**config.mk**
```make
export PLATFORM = sky130hd
export DESIGN_NAME = six_channel_moving_average_top
export DESIGN_NICKNAME = d
export VERILOG_FILES = /design/src/rtl/core/sma_pkg.sv /design/src/rtl/core/sma_ring_mem.sv /design/src/rtl/core/sma_div.sv /design/src/rtl/core/six_channel_moving_average_top.sv
export SDC_FILE = /design/constraint.sdc
export NUM_CORES = 2
export LEC_CHECK = 0
export ABC_AREA = 0
export BUFFER_PORTS_ARGS = -buffer_cell sky130_fd_sc_hd__buf_4
export CORE_MARGIN = 2
export CORE_UTILIZATION = 51
export CTS_CLUSTER_SIZE = 16
export DETAILED_ROUTE_END_ITERATION = 10
export HOLD_SLACK_MARGIN = 0.05
export PLACE_DENSITY = 0.68
export SLEW_MARGIN = 20
export SYNTH_ARGS = -nofsm -noshare
export SYNTH_HDL_FRONTEND = slang
export SYNTH_SLANG_ARGS = --single-unit
```
**constraint.sdc**
```tcl
create_clock -name clk -period 12.9 [get_ports clk]
set_input_delay 0 -clock clk [delete_from_list [all_inputs] [get_ports clk]]
set_output_delay 0 -clock clk [all_outputs]
set_load 0.01 [all_outputs]
```
**src/rtl/core/sma_pkg.sv**
```systemverilog
// shared types and constants for the six-channel moving-average filter
package sma_pkg;

  localparam int CH_N     = 6;
  localparam int SAMPLE_W = 16;
  localparam int USED_W   = 4;

  typedef struct packed {
    logic signed [SAMPLE_W-1:0] accel_x;
    logic signed [SAMPLE_W-1:0] accel_y;
    logic signed [SAMPLE_W-1:0] accel_z;
    logic signed [SAMPLE_W-1:0] mag_x;
    logic signed [SAMPLE_W-1:0] mag_y;
    logic signed [SAMPLE_W-1:0] mag_z;
  } in_beat_t;

  typedef struct packed {
    logic signed [SAMPLE_W-1:0] avg_accel_x;
    logic signed [SAMPLE_W-1:0] avg_accel_y;
    logic signed [SAMPLE_W-1:0] avg_accel_z;
    logic signed [SAMPLE_W-1:0] avg_mag_x;
    logic signed [SAMPLE_W-1:0] avg_mag_y;
    logic signed [SAMPLE_W-1:0] avg_mag_z;
    logic        [USED_W-1:0]   samples_used;
  } out_beat_t;

  typedef logic [CH_N-1:0][SAMPLE_W-1:0] sample_vec_t;

  typedef struct packed {
    logic busy;
    logic done;
  } div_stat_t;

  typedef enum logic [1:0] {
    ST_IDLE,
    ST_SUM,
    ST_DIV,
    ST_OUT
  } state_t;

endpackage

```
**src/rtl/core/sma_ring_mem.sv**
```systemverilog
// sample ring: one write port, one registered read port
module sma_ring_mem import sma_pkg::*; #(
  parameter int DEPTH = 8,
  parameter int AW    = 3
) (
  input  logic        clk,
  input  logic        we,
  input  logic [AW-1:0] waddr,
  input  sample_vec_t wdata,
  input  logic        re,
  input  logic [AW-1:0] raddr,
  output sample_vec_t rdata
);

  sample_vec_t mem [DEPTH];
  sample_vec_t rdata_r;

  always_ff @(posedge clk) begin
    if (we) begin
      mem[waddr] <= wdata;
    end
  end

  always_ff @(posedge clk) begin
    if (re) begin
      rdata_r <= mem[raddr];
    end
  end

  assign rdata = rdata_r;

endmodule

```
**src/rtl/core/sma_div.sv**
```systemverilog
// six-lane signed divide by the slot count, one quotient bit per cycle
module sma_div import sma_pkg::*; #(
  parameter int SUM_W = 20,
  parameter int CNT_W = 4
) (
  input  logic                           clk,
  input  logic                           rst_n,
  input  logic                           start,
  input  logic [CH_N-1:0][SUM_W-1:0]     sums,
  input  logic [CNT_W-1:0]               divisor,
  output div_stat_t                      stat,
  output sample_vec_t                    quot
);

  localparam int STEP_W = (SUM_W > 1) ? $clog2(SUM_W) : 1;

  logic                          busy_r, busy_nxt;
  logic                          done_r, done_nxt;
  logic [STEP_W-1:0]             step_r, step_nxt;
  logic [CH_N-1:0]               neg_r, neg_nxt;
  logic [CH_N-1:0][SUM_W-1:0]    quo_r, quo_nxt;
  logic [CH_N-1:0][CNT_W-1:0]    rem_r, rem_nxt;
  logic [CNT_W-1:0]              dvs_r, dvs_nxt;

  always_comb begin
    logic [CNT_W:0] rem_w;
    busy_nxt = busy_r;
    done_nxt = 1'b0;
    step_nxt = step_r;
    neg_nxt  = neg_r;
    quo_nxt  = quo_r;
    rem_nxt  = rem_r;
    dvs_nxt  = dvs_r;
    rem_w    = '0;
    if (start) begin
      busy_nxt = 1'b1;
      step_nxt = '0;
      dvs_nxt  = divisor;
      for (int c = 0; c < CH_N; c++) begin
        neg_nxt[c] = sums[c][SUM_W-1];
        quo_nxt[c] = sums[c][SUM_W-1] ? (~sums[c] + SUM_W'(1)) : sums[c];
        rem_nxt[c] = '0;
      end
    end else if (busy_r) begin
      for (int c = 0; c < CH_N; c++) begin
        rem_w = {rem_r[c], quo_r[c][SUM_W-1]};
        if (rem_w >= {1'b0, dvs_r}) begin
          rem_nxt[c] = CNT_W'(rem_w - {1'b0, dvs_r});
          quo_nxt[c] = {quo_r[c][SUM_W-2:0], 1'b1};
        end else begin
          rem_nxt[c] = rem_w[CNT_W-1:0];
          quo_nxt[c] = {quo_r[c][SUM_W-2:0], 1'b0};
        end
      end
      step_nxt = step_r + STEP_W'(1);
      if (step_r == STEP_W'(SUM_W-1)) begin
        busy_nxt = 1'b0;
        done_nxt = 1'b1;
      end
    end
  end

  always_ff @(posedge clk) begin
    if (!rst_n) begin
      busy_r <= 1'b0;
      done_r <= 1'b0;
      step_r <= '0;
    end else begin
      busy_r <= busy_nxt;
      done_r <= done_nxt;
      step_r <= step_nxt;
    end
  end

  always_ff @(posedge clk) begin
    neg_r <= neg_nxt;
    quo_r <= quo_nxt;
    rem_r <= rem_nxt;
    dvs_r <= dvs_nxt;
  end

  always_comb begin
    for (int c = 0; c < CH_N; c++) begin
      quot[c] = neg_r[c] ? (~quo_r[c][SAMPLE_W-1:0] + SAMPLE_W'(1))
                         : quo_r[c][SAMPLE_W-1:0];
    end
  end

  assign stat.busy = busy_r;
  assign stat.done = done_r;

endmodule

```
**src/rtl/core/six_channel_moving_average_top.sv**
```systemverilog
// top level: sample ring control, slot accumulation and result register
//
// Each accepted beat is written into a ring of WINDOW slots and answered by one result
// beat holding the per-channel mean of the filled slots, truncated toward zero, and the
// slot count (low four bits). For each item the filled slots are read back one per cycle
// through the ring's single read port, then all six sums are divided in parallel by a
// restoring divider that retires one quotient bit per cycle. A new sample is accepted only
// once the previous one has reached the output register; that register holds a finished
// result while the next sample is being processed.
module six_channel_moving_average_top import sma_pkg::*; #(
  parameter int WINDOW = 8
) (
  input  logic      clk,
  input  logic      rst_n,
  input  logic      in_valid,
  output logic      in_ready,
  input  in_beat_t  in_data,
  output logic      out_valid,
  input  logic      out_ready,
  output out_beat_t out_data
);

  localparam int SLOT_W = (WINDOW > 1) ? $clog2(WINDOW) : 1;
  localparam int CNT_W  = $clog2(WINDOW + 1);
  localparam int SUM_W  = SAMPLE_W + CNT_W;

  state_t                       state_r, state_nxt;
  logic [SLOT_W-1:0]            slot_r, slot_nxt;
  logic                         filled_r, filled_nxt;
  logic [CNT_W-1:0]             count_r, count_nxt;
  logic [CNT_W-1:0]             rd_idx_r, rd_idx_nxt;
  logic                         rd_vld_r, rd_vld_nxt;
  logic [CH_N-1:0][SUM_W-1:0]   acc_r, acc_nxt;
  logic                         out_valid_r, out_valid_nxt;
  out_beat_t                    out_data_r, out_data_nxt;

  logic        wr_en;
  logic        rd_en;
  sample_vec_t wr_vec;
  sample_vec_t rd_vec;
  logic        div_start;
  div_stat_t   div_stat;
  sample_vec_t quot;

  assign wr_en  = in_valid && in_ready;
  assign wr_vec = in_data;

  sma_ring_mem #(
    .DEPTH (WINDOW),
    .AW    (SLOT_W)
  ) u_ring (
    .clk   (clk),
    .we    (wr_en),
    .waddr (slot_r),
    .wdata (wr_vec),
    .re    (rd_en),
    .raddr (rd_idx_r[SLOT_W-1:0]),
    .rdata (rd_vec)
  );

  sma_div #(
    .SUM_W (SUM_W),
    .CNT_W (CNT_W)
  ) u_div (
    .clk     (clk),
    .rst_n   (rst_n),
    .start   (div_start),
    .sums    (acc_r),
    .divisor (count_r),
    .stat    (div_stat),
    .quot    (quot)
  );

  always_comb begin
    state_nxt     = state_r;
    slot_nxt      = slot_r;
    filled_nxt    = filled_r;
    count_nxt     = count_r;
    rd_idx_nxt    = rd_idx_r;
    rd_vld_nxt    = 1'b0;
    acc_nxt       = acc_r;
    out_valid_nxt = out_valid_r;
    out_data_nxt  = out_data_r;
    rd_en         = 1'b0;
    div_start     = 1'b0;
    in_ready      = (state_r == ST_IDLE);

    if (out_valid_r && out_ready) begin
      out_valid_nxt = 1'b0;
    end

    case (state_r)
      ST_IDLE: begin
        if (in_valid) begin
          if (slot_r == SLOT_W'(WINDOW - 1)) begin
            slot_nxt   = '0;
            filled_nxt = 1'b1;
            count_nxt  = CNT_W'(WINDOW);
          end else begin
            slot_nxt  = slot_r + SLOT_W'(1);
            count_nxt = filled_r ? CNT_W'(WINDOW) : CNT_W'(slot_r) + CNT_W'(1);
          end
          rd_idx_nxt = '0;
          acc_nxt    = '0;
          state_nxt  = ST_SUM;
        end
      end
      ST_SUM: begin
        if (rd_idx_r != count_r) begin
          rd_en      = 1'b1;
          rd_vld_nxt = 1'b1;
          rd_idx_nxt = rd_idx_r + CNT_W'(1);
        end
        if (rd_vld_r) begin
          for (int c = 0; c < CH_N; c++) begin
            acc_nxt[c] = acc_r[c] +
                         {{(SUM_W-SAMPLE_W){rd_vec[c][SAMPLE_W-1]}}, rd_vec[c]};
          end
        end
        if (rd_idx_r == count_r && !rd_vld_r) begin
          div_start = 1'b1;
          state_nxt = ST_DIV;
        end
      end
      ST_DIV: begin
        if (div_stat.done) begin
          state_nxt = ST_OUT;
        end
      end
      ST_OUT: begin
        if (!out_valid_r || out_ready) begin
          out_valid_nxt = 1'b1;
          out_data_nxt  = '{avg_accel_x:  quot[5],
                            avg_accel_y:  quot[4],
                            avg_accel_z:  quot[3],
                            avg_mag_x:    quot[2],
                            avg_mag_y:    quot[1],
                            avg_mag_z:    quot[0],
                            samples_used: USED_W'(count_r)};
          state_nxt     = ST_IDLE;
        end
      end
      default: begin
        state_nxt = ST_IDLE;
      end
    endcase
  end

  always_ff @(posedge clk) begin
    if (!rst_n) begin
      state_r     <= ST_IDLE;
      slot_r      <= '0;
      filled_r    <= 1'b0;
      count_r     <= '0;
      rd_idx_r    <= '0;
      rd_vld_r    <= 1'b0;
      out_valid_r <= 1'b0;
    end else begin
      state_r     <= state_nxt;
      slot_r      <= slot_nxt;
      filled_r    <= filled_nxt;
      count_r     <= count_nxt;
      rd_idx_r    <= rd_idx_nxt;
      rd_vld_r    <= rd_vld_nxt;
      out_valid_r <= out_valid_nxt;
    end
  end

  always_ff @(posedge clk) begin
    acc_r      <= acc_nxt;
    out_data_r <= out_data_nxt;
  end

  assign out_valid = out_valid_r;
  assign out_data  = out_data_r;

`ifndef ASSERT_OFF
  a_count_nonzero: assert property (@(posedge clk) disable iff (!rst_n)
    (state_r != ST_IDLE) |-> (count_r != '0 && count_r <= CNT_W'(WINDOW)))
    else $error("slot count out of range while busy");

  a_rd_idx_bound: assert property (@(posedge clk) disable iff (!rst_n)
    (state_r == ST_SUM) |-> (rd_idx_r <= count_r))
    else $error("ring read index ran past the slot count");

  a_div_start_idle: assert property (@(posedge clk) disable iff (!rst_n)
    div_start |-> !div_stat.busy)
    else $error("divider started while busy");

  a_div_done_state: assert property (@(posedge clk) disable iff (!rst_n)
    div_stat.done |-> (state_r == ST_DIV))
    else $error("divider finished outside the divide phase");
`endif

endmodule
```
==> results.ini <==
[clock_network]
cts.reportedPaths.clkPinSlew_ns=0.06
worstSkewPairLatency_ns=0.74
clk_path_buf_depth=3
cts.sinks=1261
cts_tree=yes
cts_buffers=131
htree_levels=4
cts_setup_buffers=0
cts_root_buffer=clkbuf_16

[worst_setup_path]
critPathRequiredTime_ns=13.38
worst_ep_arrival_time_ns=4.56
cp_max_fo=101
worstSetupEndpointType=flop
cp-start-kind=flop
crit_type=reg -> reg

[sta]
setup_viol=0
period_share_pct=31.6
max_slew.worst_pin.slew_ns=1.11
hold_slack_ns=0.0768
setup_ws_ns=8.83
period_minus_slack_ns=4.07
hold_violations=0
fin_setup_tns_ns=0
drv_slew=0
slew-limit-headroom_pct=26.3
fmax_ghz=0.245
rsz0062_at_grt=false
skew_ns=0.0197

[power_and_ir_drop]
p_leak_nw=22.6
max-vdd-ir-drop_v=0.000158
power.density_mw_per_mm2=236

[synthesis]
synth_top_flop_cell=edfxtp_1
async_flop_share_pct=0
synth-edff-count=1214
synth_area_leaders=edfxtp_1, mux4_2, ha_1
yosysTopAreaCell=edfxtp_1
ys_types=74
yosysWarnings=0
yosysTopAreaCellShare_pct=64.3
synth_most_common_cell=edfxtp_1
seq_area_frac_synth_pct=65.9
synth_common_cells=edfxtp_1, nand2_1, o21ai_0, mux4_2, xnor2_1
synth.avg_cell_area_sq_um=15.2
synth.net_count=3991
postSynthCellCount=3721
synth-seq-cells=1261
netlist_area_sq_mm=0.0567

[grt]
grtUsageTotal_pct=21.9
grt_pass1_vias=31900
grt_max_degree=130
antenna_found_initial=12
grt_pass1_wl_mm=190
overflow=0

[worst_hold_path]
hold_path_class=in -> reg

[detailed_routing]
drt_drc_violations_left=0
wl_per_cell_um=21.8
antenna_left=0
vias=32800
avgViaCountPerCell=5.74
first_pass_iters=6
drt-total-wl_mm=124
drtIter0Drc=2696

[final_layout]
synthToLayoutAreaGrowth_pct=16.2
nFillCells=8408
drive_gt1_share_pct=17.8
fin_area_sq_mm=0.0659
fin_nets=4385

[place]
dp_hpwl_mm=77.6
dpl_worst_slack_ns=8.71
port_buffers=201
gp_congestion=0.882
placedInstanceArea_sq_mm=0.0599

[run]
drv_cap=0

[floorplanning]
die-area_sq_mm=0.114
core_sq_mm=0.111
ios=202
fp.dieH_um=337
start_util_pct=51.3
fp-row-count=122
die_w_um=337

[outcome]
status=completed

==> cells in the final DEF (no fill, tap or decap), types with 101 or more instances in the layout <==
cell type      Yosys  final
clkbuf_16          0    136
xnor2_1          164    164
dlygate4sd3_1      0    168
mux4_2           192    192
edfxtp_1        1214   1214
ha_1             158    157
mux2_2           101    101
a21oi_1          136    135
o21ai_0          236    236
nand2_1          282    281
buf_4              0    234
nor2_1           134    131
==> logic make-up (layout without fill, tap and decap cells) <==
kind of cell	after synthesis	count (layout)	share of synthesized area (%)
AOI/OAI and AO/OA	699	699	7.77
buffers and inverters	237	729	1.57
and+or+nand+nor	764	764	6.52
DFF	1261	1261	65.9
xor gates and xnor gates	264	264	4.08
adders and majority gates	170	170	3.91
other	0	4	0
muxes	326	326	10.2
==> critical path, stage by stage (launching register included) <==
cell and delay [ns]:
dfxtp_4 0.68, buf_4 0.64, buf_4 0.74, buf_12 0.64, mux4_2 0.61, mux2_2 0.27
==> registers in the layout (all words and copies together), names as in the netlist <==
name          flops
u_div.dvs_r       4
acc_r           120
u_ring.mem      768
rd_idx_r          4
u_ring.rdata     96
u_div.busy_r      1
u_div.rem_r      24
out_data        100
u_div.step_r      5
count_r           4
u_div.neg_r       6
u_div.quo_r     120
u_div.done_r      1
rd_vld_r          1
state_r           2
filled_r          1
out_valid         1
slot_r            3
==> worst paths after layout <==
| kind | start | endpoint | slack [ns] | cells after the start |
|---|---|---|---|---|
| max | rd_idx_r[0]$_SDFFE_PN0P_ | u_ring.rdata[6]$_DFFE_PP_ | 8.83 | 5 |
| min | in_data[2] | u_ring.mem[4][2]$_DFFE_PP_ | 0.08 | 2 |
| max reg2reg | rd_idx_r[0]$_SDFFE_PN0P_ | u_ring.rdata[6]$_DFFE_PP_ | 8.83 | 5 |
| min reg2reg | u_div.rem_r[19]$_SDFFE_PP0P_ | u_div.rem_r[19]$_SDFFE_PP0P_ | 0.48 | 2 |
==> metal layers <==
metal	GRT usage [%]	wire length (um)	vias up
li1	-	-	15300
met5	0	77	-
met4	5.50	2360	12
met3	3.79	7480	158
met1	33.4	58400	16400
met2	33.0	56100	913
==> cell type report <==
type	count	area [sq um]	share of cell area, %
diodes	4	10.0	0.0152
clock buffers	166	3540	5.36
clock inverters	65	753	1.14
inverters	94	353	0.535
multi-input cells	2223	18500	28.1
flip-flops and latches	1261	37400	56.8
well taps	1488	1860	2.82
repair buffers	404	3470	5.26
==> power breakdown <==
group / switching (mW) / leakage (nW) / internal [mW]
logic: 2.98 / 8.92 / 2.20
clock network: 1.54 / 2.10 / 2.23
registers: 0.816 / 11.5 / 5.76
total: 5.34 / 22.6 / 10.2
==> through the flow <==
step                      cells  utilization [%]  total power [mW]
after floorplan            3721                -              10.4
after detailed placement   5302             54.2              11.8
after global placement     5302             54.2              11.7
after CTS                  5701             59.6              15.6
after global routing       5704             59.6              16.5
final                      5705             59.6              15.5
==> what timing repair did <==
action / CTS / global route
hold endpoints to repair: 791 / 0
gates resized for setup: 0 / 0
hold buffers: 168 / 0
Power figures use the tool's default switching activity.
